===== config.mk =====
export PLATFORM = sky130hd
export DESIGN_NAME = keypad_scan_display_mux
export DESIGN_NICKNAME = d
export VERILOG_FILES = /design/src/hdl/kdm_pkg.sv /design/src/hdl/kdm_scan_core.sv /design/src/hdl/keypad_scan_display_mux.sv
export SDC_FILE = /design/constraint.sdc
export NUM_CORES = 1
export LEC_CHECK = 0
export BUFFER_PORTS_ARGS = -buffer_cell sky130_fd_sc_hd__buf_4
export CAP_MARGIN = 15
export CORE_MARGIN = 3
export CORE_UTILIZATION = 40
export CTS_CLUSTER_DIAMETER = 100
export CTS_CLUSTER_SIZE = 8
export DETAILED_ROUTE_END_ITERATION = 8
export GPL_ROUTABILITY_DRIVEN = 0
export GPL_TIMING_DRIVEN = 0
export RECOVER_POWER = 100
export SETUP_SLACK_MARGIN = 0.15
export SLEW_MARGIN = 30
export SYNTH_ARGS = -nofsm -noshare
export SYNTH_HDL_FRONTEND = slang
export SYNTH_SLANG_ARGS = --single-unit
export TNS_END_PERCENT = 100

===== constraint.sdc =====
create_clock -name i_clk -period 8.7 [get_ports i_clk]
set_input_delay 0.87 -clock i_clk [delete_from_list [all_inputs] [get_ports i_clk]]
set_output_delay 0.87 -clock i_clk [all_outputs]
set_load 0.01 [all_outputs]

===== src/hdl/kdm_pkg.sv =====
// Shared types and constants for the keypad scan and display multiplexer.
`default_nettype none

package kdm_pkg;

    localparam int CFG_INDEX_W = 1;
    localparam int CFG_DATA_W  = 16;

    typedef enum logic [CFG_INDEX_W-1:0] {
        REG_LOCKOUT_TICKS = 1'b0,
        REG_IDLE_LIMIT    = 1'b1
    } t_cfg_index;

    localparam logic [7:0]  LOCKOUT_TICKS_RESET = 8'd70;
    localparam logic [15:0] IDLE_LIMIT_RESET    = 16'd40000;
    localparam logic [7:0]  SEG_RESET_BLANK     = 8'hFF;
    localparam logic [7:0]  SEG_RESET_LAST      = 8'hC0;

    typedef enum logic {
        KIND_TICK  = 1'b0,
        KIND_WRITE = 1'b1
    } t_kind;

    typedef struct packed {
        t_kind      kind;
        logic [3:0] row_lines;
        logic [1:0] digit_index;
        logic [7:0] segment_pattern;
    } t_item;

    typedef struct packed {
        logic [3:0] digit_strobe;
        logic [7:0] segments;
        logic       key_valid;
        logic [1:0] key_row;
        logic [1:0] key_column;
        logic       idle_timeout;
    } t_result;

endpackage

`default_nettype wire


===== src/hdl/kdm_scan_core.sv =====
// Scanner state, digit store and the per-beat result logic.
`default_nettype none

module kdm_scan_core
    import kdm_pkg::*;
#(
    parameter int NUM_DIGITS = 4
) (
    input  wire                     i_clk,
    input  wire                     i_rst_n,
    input  wire                     i_cfg_we,
    input  wire [CFG_INDEX_W-1:0]   i_cfg_index,
    input  wire [CFG_DATA_W-1:0]    i_cfg_data,
    input  wire                     i_fire,
    input  wire t_item              i_item,
    output t_result                 o_result
);

    localparam int STROBE_W = (NUM_DIGITS > 4) ? NUM_DIGITS : 4;

    logic [7:0]            r_lockout_ticks;
    logic [15:0]           r_idle_limit;
    logic [NUM_DIGITS-1:0] r_ring;
    logic [7:0]            r_lockout_count;
    logic                  r_press_allowed;
    logic [15:0]           r_idle_count;
    logic [7:0]            r_store [NUM_DIGITS];

    logic [NUM_DIGITS-1:0] n_ring;
    logic [7:0]            n_lockout_count;
    logic                  n_press_allowed;
    logic [15:0]           n_idle_count;
    logic [STROBE_W-1:0]   strobe_wide;
    logic [7:0]            seg_sel;
    logic [1:0]            col_sel;
    logic [3:0]            rows_m1;
    logic [2:0]            row_ones;
    logic                  key_hit;
    logic                  timeout;

    always_comb begin
        n_ring = {r_ring[NUM_DIGITS-2:0], r_ring[NUM_DIGITS-1]};
        seg_sel = '0;
        col_sel = '0;
        for (int k = 0; k < NUM_DIGITS; k++) begin
            if (n_ring[k]) begin
                seg_sel = seg_sel | r_store[k];
                col_sel = col_sel | 2'(k);
            end
        end
        strobe_wide = STROBE_W'(n_ring);

        rows_m1  = i_item.row_lines - 4'd1;
        row_ones = 3'(rows_m1[0]) + 3'(rows_m1[1]) + 3'(rows_m1[2]) + 3'(rows_m1[3]);

        // The lockout counter re-arms the press gate before this beat's rows are looked at.
        n_lockout_count = r_lockout_count + 8'd1;
        n_press_allowed = r_press_allowed;
        if (n_lockout_count > r_lockout_ticks) begin
            n_press_allowed = 1'b1;
            n_lockout_count = '0;
        end

        key_hit      = 1'b0;
        timeout      = 1'b0;
        n_idle_count = r_idle_count;
        if (i_item.row_lines != 4'd0) begin
            if (n_press_allowed) begin
                key_hit         = 1'b1;
                n_press_allowed = 1'b0;
                n_lockout_count = '0;
            end
            n_idle_count = '0;
        end else begin
            n_idle_count = r_idle_count + 16'd1;
            if (n_idle_count > r_idle_limit) begin
                n_idle_count    = '0;
                n_lockout_count = '0;
                timeout         = 1'b1;
            end
        end

        o_result.digit_strobe = strobe_wide[3:0];
        o_result.segments     = seg_sel;
        o_result.key_valid    = key_hit;
        o_result.key_row      = key_hit ? row_ones[1:0] : 2'd0;
        o_result.key_column   = key_hit ? col_sel : 2'd0;
        o_result.idle_timeout = timeout;
    end

    always_ff @(posedge i_clk) begin
        if (!i_rst_n) begin
            r_lockout_ticks <= LOCKOUT_TICKS_RESET;
            r_idle_limit    <= IDLE_LIMIT_RESET;
            r_ring          <= NUM_DIGITS'(1);
            r_lockout_count <= '0;
            r_press_allowed <= 1'b1;
            r_idle_count    <= '0;
            for (int k = 0; k < NUM_DIGITS; k++) begin
                r_store[k] <= (k == NUM_DIGITS - 1) ? SEG_RESET_LAST : SEG_RESET_BLANK;
            end
        end else begin
            if (i_cfg_we) begin
                unique case (t_cfg_index'(i_cfg_index))
                    REG_LOCKOUT_TICKS: r_lockout_ticks <= i_cfg_data[7:0];
                    REG_IDLE_LIMIT:    r_idle_limit    <= i_cfg_data;
                endcase
            end
            if (i_fire) begin
                if (i_item.kind == KIND_WRITE) begin
                    for (int k = 0; k < NUM_DIGITS; k++) begin
                        if (32'(i_item.digit_index) == k) begin
                            r_store[k] <= i_item.segment_pattern;
                        end
                    end
                end else begin
                    r_ring          <= n_ring;
                    r_lockout_count <= n_lockout_count;
                    r_press_allowed <= n_press_allowed;
                    r_idle_count    <= n_idle_count;
                end
            end
        end
    end

endmodule

`default_nettype wire


===== src/hdl/keypad_scan_display_mux.sv =====
// Top level: input register, scan core and output register of the display and keypad scanner.
//
// Use: each input beat is either a scan tick (kind 0, with sampled row lines) or a write
// of one digit's active-low segment byte (kind 1). Every tick yields one result beat with
// the rotated digit strobe (also the keypad column drive), that digit's segments, an
// optional key report (row and column) and an idle timeout pulse. Writes yield nothing.
// Configuration: a write enable, index and data; index 0 sets the lockout ticks,
// index 1 the idle limit. Write it only while no beat is in flight.
// Path: a tick is captured in the input register, passes through the scan core and is
// captured in the output register once the output slot is free or draining.
// Throughput: one beat per cycle while the output beat is taken; the single combinational
// pass between the input and output registers sets that figure.
// Reset: the strobe starts at digit 0 (the first tick shows digit 1), presses are
// allowed, counters clear, and all digits show blank except the last, which shows 0.
// Stall: while the output beat is not taken, the input register holds its tick and
// input ready drops; write beats still drain because they make no result.
`default_nettype none

module keypad_scan_display_mux
    import kdm_pkg::*;
#(
    parameter int NUM_DIGITS = 4
) (
    input  wire                     i_clk,
    input  wire                     i_rst_n,
    input  wire                     i_cfg_we,
    input  wire [CFG_INDEX_W-1:0]   i_cfg_index,
    input  wire [CFG_DATA_W-1:0]    i_cfg_data,
    input  wire                     i_in_valid,
    output logic                    o_in_ready,
    input  wire                     i_kind,
    input  wire [3:0]               i_row_lines,
    input  wire [1:0]               i_digit_index,
    input  wire [7:0]               i_segment_pattern,
    output logic                    o_out_valid,
    input  wire                     i_out_ready,
    output logic [3:0]              o_digit_strobe,
    output logic [7:0]              o_segments,
    output logic                    o_key_valid,
    output logic [1:0]              o_key_row,
    output logic [1:0]              o_key_column,
    output logic                    o_idle_timeout
);

    logic    r_in_valid;
    t_item   r_in;
    logic    r_out_valid;
    t_result r_out;
    t_result core_result;
    logic    advance;

    // A write beat needs no output slot; a tick needs the output register free or draining.
    assign advance    = r_in_valid &&
                        ((r_in.kind == KIND_WRITE) || !r_out_valid || i_out_ready);
    assign o_in_ready = !r_in_valid || advance;

    kdm_scan_core #(
        .NUM_DIGITS (NUM_DIGITS)
    ) u_core (
        .i_clk       (i_clk),
        .i_rst_n     (i_rst_n),
        .i_cfg_we    (i_cfg_we),
        .i_cfg_index (i_cfg_index),
        .i_cfg_data  (i_cfg_data),
        .i_fire      (advance),
        .i_item      (r_in),
        .o_result    (core_result)
    );

    always_ff @(posedge i_clk) begin
        if (!i_rst_n) begin
            r_in_valid  <= 1'b0;
            r_out_valid <= 1'b0;
        end else begin
            if (o_in_ready) begin
                r_in_valid <= i_in_valid;
            end
            if (advance && (r_in.kind == KIND_TICK)) begin
                r_out_valid <= 1'b1;
            end else if (i_out_ready) begin
                r_out_valid <= 1'b0;
            end
        end
    end

    always_ff @(posedge i_clk) begin
        if (o_in_ready && i_in_valid) begin
            r_in.kind            <= t_kind'(i_kind);
            r_in.row_lines       <= i_row_lines;
            r_in.digit_index     <= i_digit_index;
            r_in.segment_pattern <= i_segment_pattern;
        end
        if (advance && (r_in.kind == KIND_TICK)) begin
            r_out <= core_result;
        end
    end

    assign o_out_valid    = r_out_valid;
    assign o_digit_strobe = r_out.digit_strobe;
    assign o_segments     = r_out.segments;
    assign o_key_valid    = r_out.key_valid;
    assign o_key_row      = r_out.key_row;
    assign o_key_column   = r_out.key_column;
    assign o_idle_timeout = r_out.idle_timeout;

endmodule

`default_nettype wire

==> reports/results.tsv <==
stage	metric	value	unit
power	Worst VDD drop	117	uV
clocking	Longest Clk Path Bufs	2	
clocking	CTS Sinks	120	
routing	Starting DRT DRC Count	242	
place	Port Buffers	55	
layout	design area	0.00658	mm2
clocking	CTS tree	yes	
layout	Final nets	681	
clocking	hold buffer count at CTS	0	
global_route	global-route wire length before repair	19300	um
floorplan	Cell Rows	42	
layout	ANT cells	0	
timing	setup TNS	0	ns
yosys	Syn Nets	607	
clocking	H-tree levels	4	
power	PnR Total Power	1.33	mW
worst_setup_path	CP endpoint kind	flop	
worst_setup_path	Critical Path RT	9.05	ns
worst_setup_path	WP buf/inv	0	
routing	DR DRC count	0	
routing	drt via density	4.98	
job	max cap viols	0	
worst_setup_path	crit-path cells	and3_1, and3_1, nand2_1, nor3_1, and3_1, xor2_1, ha_1, a21oi_1, o21ai_0, a211o_1, o31ai_1, nand3_1, or3_1, nand3_1	
yosys	Synth top area share	35.4	%
global_route	gr ovfl total	0	
yosys	post-synth design cell area	0.00551	mm2
power	PD cells	202	mW/mm2
yosys	sequential-to-total area share from yosys stat	55.4	%
yosys	number of flops mapped to enable cells by yosys	65	
worst_setup_path	CP max stage cell	nor3_1	
routing	drt pass-1 iters	5	
floorplan	Die X	123	um
yosys	Synth area leader	edfxtp_1	
place	DP Cell Count	772	
floorplan	Ports	57	
floorplan	Initial Util	41.3	%
outcome	status	completed	
timing	fmax	252	MHz
yosys	Avg Cell Area, Syn	10.2	um2
clocking	root buffer cell	clkbuf_16	
global_route	GR Util All Layers	16.8	%
routing	Avg WL per Cell	14.7	um
yosys	count of different cell masters after synthesis	37	
yosys	ys async rst share	0	%
timing	Slew Viols, Final	0	
global_route	largest net degree at the start of global routing	28	
worst_setup_path	CP max FO	7	
routing	post-route ant nets	0	
worst_setup_path	CP max stage delay	0.45	ns
place	worst slack at placement	4.84	ns
worst_setup_path	crit path DAT	4.32	ns
worst_setup_path	crit start category	flop	
timing	fin crit period	3.96	ns
worst_setup_path	critical path's most frequent cell	and3_1	
layout	Finished Layout Cells	804	
timing	RSZ-0062 raised after global routing	false	
clocking	Inserted Clock Buffers	17	
timing	Tcrit/Tclk final	45.6	%
yosys	Post-synth top flop	edfxtp_1	
timing	Setup Skew	0.00882	ns
layout	area occupied by multi-input gates	0.00225	mm2
layout	fillers	1285	
layout	sequential cell area	0.00305	mm2
global_route	initial antenna violation count	0	
floorplan	CORE AREA	0.0133	mm2
yosys	Synth area leaders	edfxtp_1 (35%), dfxtp_1 (20%), ha_1 (6.6%)	
routing	via count	4004	
place	post-place instance area	0.00615	mm2
timing	Worst Max-Slew Pin Slew	1.40	ns
global_route	vias in the first global route	3914	
routing	WL final	11800	um
layout	commonest non-fill, non-tap cell in the layout	nand2_1	
worst_setup_path	Crit path max-delay family	simple AND/OR/NAND/NOR gates	
worst_setup_path	WS Path Type	reg2reg	
yosys	Seq cells post-synth	120	
floorplan	die footprint	0.0152	mm2
layout	final core utilization	49.3	%
place	detailed placement HPWL	8850	um
timing	Rel. slew slack	6.34	%
clocking	number of setup buffers added after CTS	0	
layout	share of cells above drive strength 1	10.0	%
yosys	Warnings, synthesis	0	
layout	Syn-to-layout area delta	19.4	%
layout	most frequent cells in the layout	nand2_1 (88), edfxtp_1 (65), dfxtp_1 (55), clkbuf_1 (46), a21oi_1 (44)	
worst_hold_path	worst hold-check path type	reg2reg	
clocking	CTS resizes	0	
timing	hold_ws	0.425	ns
floorplan	overall die height	123	um
clocking	clk slew on worst S/H paths	0.05	ns
timing	Final setup viols	0	
timing	Final Hold Violating Endpoints	0	
power	static leakage	2.48	nW
yosys	Mapped Cells	541	
clocking	Worst-Skew Late Latency	0.42	ns
timing	Final WS setup	4.74	ns
==> power breakdown <==
part	switching, mW	leakage, nW	internal (mW)	total (mW)
logic	0.0470	1.23	0.0310	0.0779
clock network	0.236	0.247	0.389	0.625
registers	0.00874	1.00	0.616	0.625
total	0.291	2.48	1.04	1.33
==> sequential cells by signal, indices dropped and copies added, names as in the netlist <==
| signal | flops |
|---|---|
| o_key_column | 2 |
| o_digit_strobe | 4 |
| o_segments | 8 |
| o_key_valid | 1 |
| u_core.r_ring | 4 |
| u_core.r_store | 32 |
| u_core.r_idle_count | 16 |
| u_core.r_press_allowed | 1 |
| u_core.r_idle_limit | 16 |
| r_in | 15 |
| o_key_row | 2 |
| r_in_valid | 1 |
| o_out_valid | 1 |
| o_idle_timeout | 1 |
| u_core.r_lockout_ticks | 8 |
| u_core.r_lockout_count | 8 |
==> worst paths after layout <==
kind	from	to	slack (ns)	cells past startpoint
setup / recovery	u_core.r_idle_count[2]	u_core.r_idle_count[9]	4.74	14
hold / removal	u_core.r_ring[3]	o_digit_strobe[0]	0.43	0
setup reg to reg	u_core.r_idle_count[2]	u_core.r_idle_count[9]	4.74	14
hold reg to reg	u_core.r_ring[3]	o_digit_strobe[0]	0.43	0
==> worst register-to-register path: stages, from the launching register on <==
cell and delay, ns:
dfxtp_1 0.42, and3_1 0.20, and3_1 0.21, nand2_1 0.07, nor3_1 0.46, and3_1 0.28, xor2_1 0.21, ha_1 0.28
a21oi_1 0.14, o21ai_0 0.12, a211o_1 0.31, o31ai_1 0.40, nand3_1 0.35, or3_1 0.40, nand3_1 0.08
==> Yosys cell counts, drive strengths merged (2+ instances only) <==
library cell  instances
nor2                 21
and3                  8
xor2                 10
nand3                19
a22oi                16
ha                   29
nand2b               29
and2                 13
edfxtp               65
xnor2                13
nor2b                 4
a21oi                44
nor3b                 4
or3                  14
clkbuf               19
nand2                88
o211ai               10
inv                  31
nand4                 9
a22o                  2
o21ai                17
a21o                  7
a211oi                2
nor3                  3
dfxtp                55
a211o                 2
==> cell families after synthesis <==
logic type,Yosys count,share of synthesized area [%]
XOR/XNOR,23,3.65
adder cells (fa/ha/maj),29,6.58
buffers and inverters,51,3.47
flip-flops,120,55.4
AO/OA/AOI/OAI,104,11.8
AND/OR/NAND/NOR,214,19.1
==> per-layer routing <==
| metal | vias to the layer above | part of all wire, % | track usage, % |
|---|---|---|---|
| met1 | 1882 | 50 | 22.7 |
| li1 | 2051 | - | - |
| met2 | 60 | 45 | 24.8 |
| met3 | 11 | 4.1 | 5.72 |
| met4 | 0 | 1.1 | 6.51 |
| met5 | - | 0 | 0 |
==> final cells by class <==
cell class,instances,share of cell area (%)
multi-input combinational,370,34.2
clock buffer,23,6.81
buffer,20,1.14
clock inverter,9,1.22
inverter,31,1.77
sequential,120,46.4
timing repair buffer,55,5.13
tap,176,3.35
No activity file was read; power rests on OpenSTA's default activity.
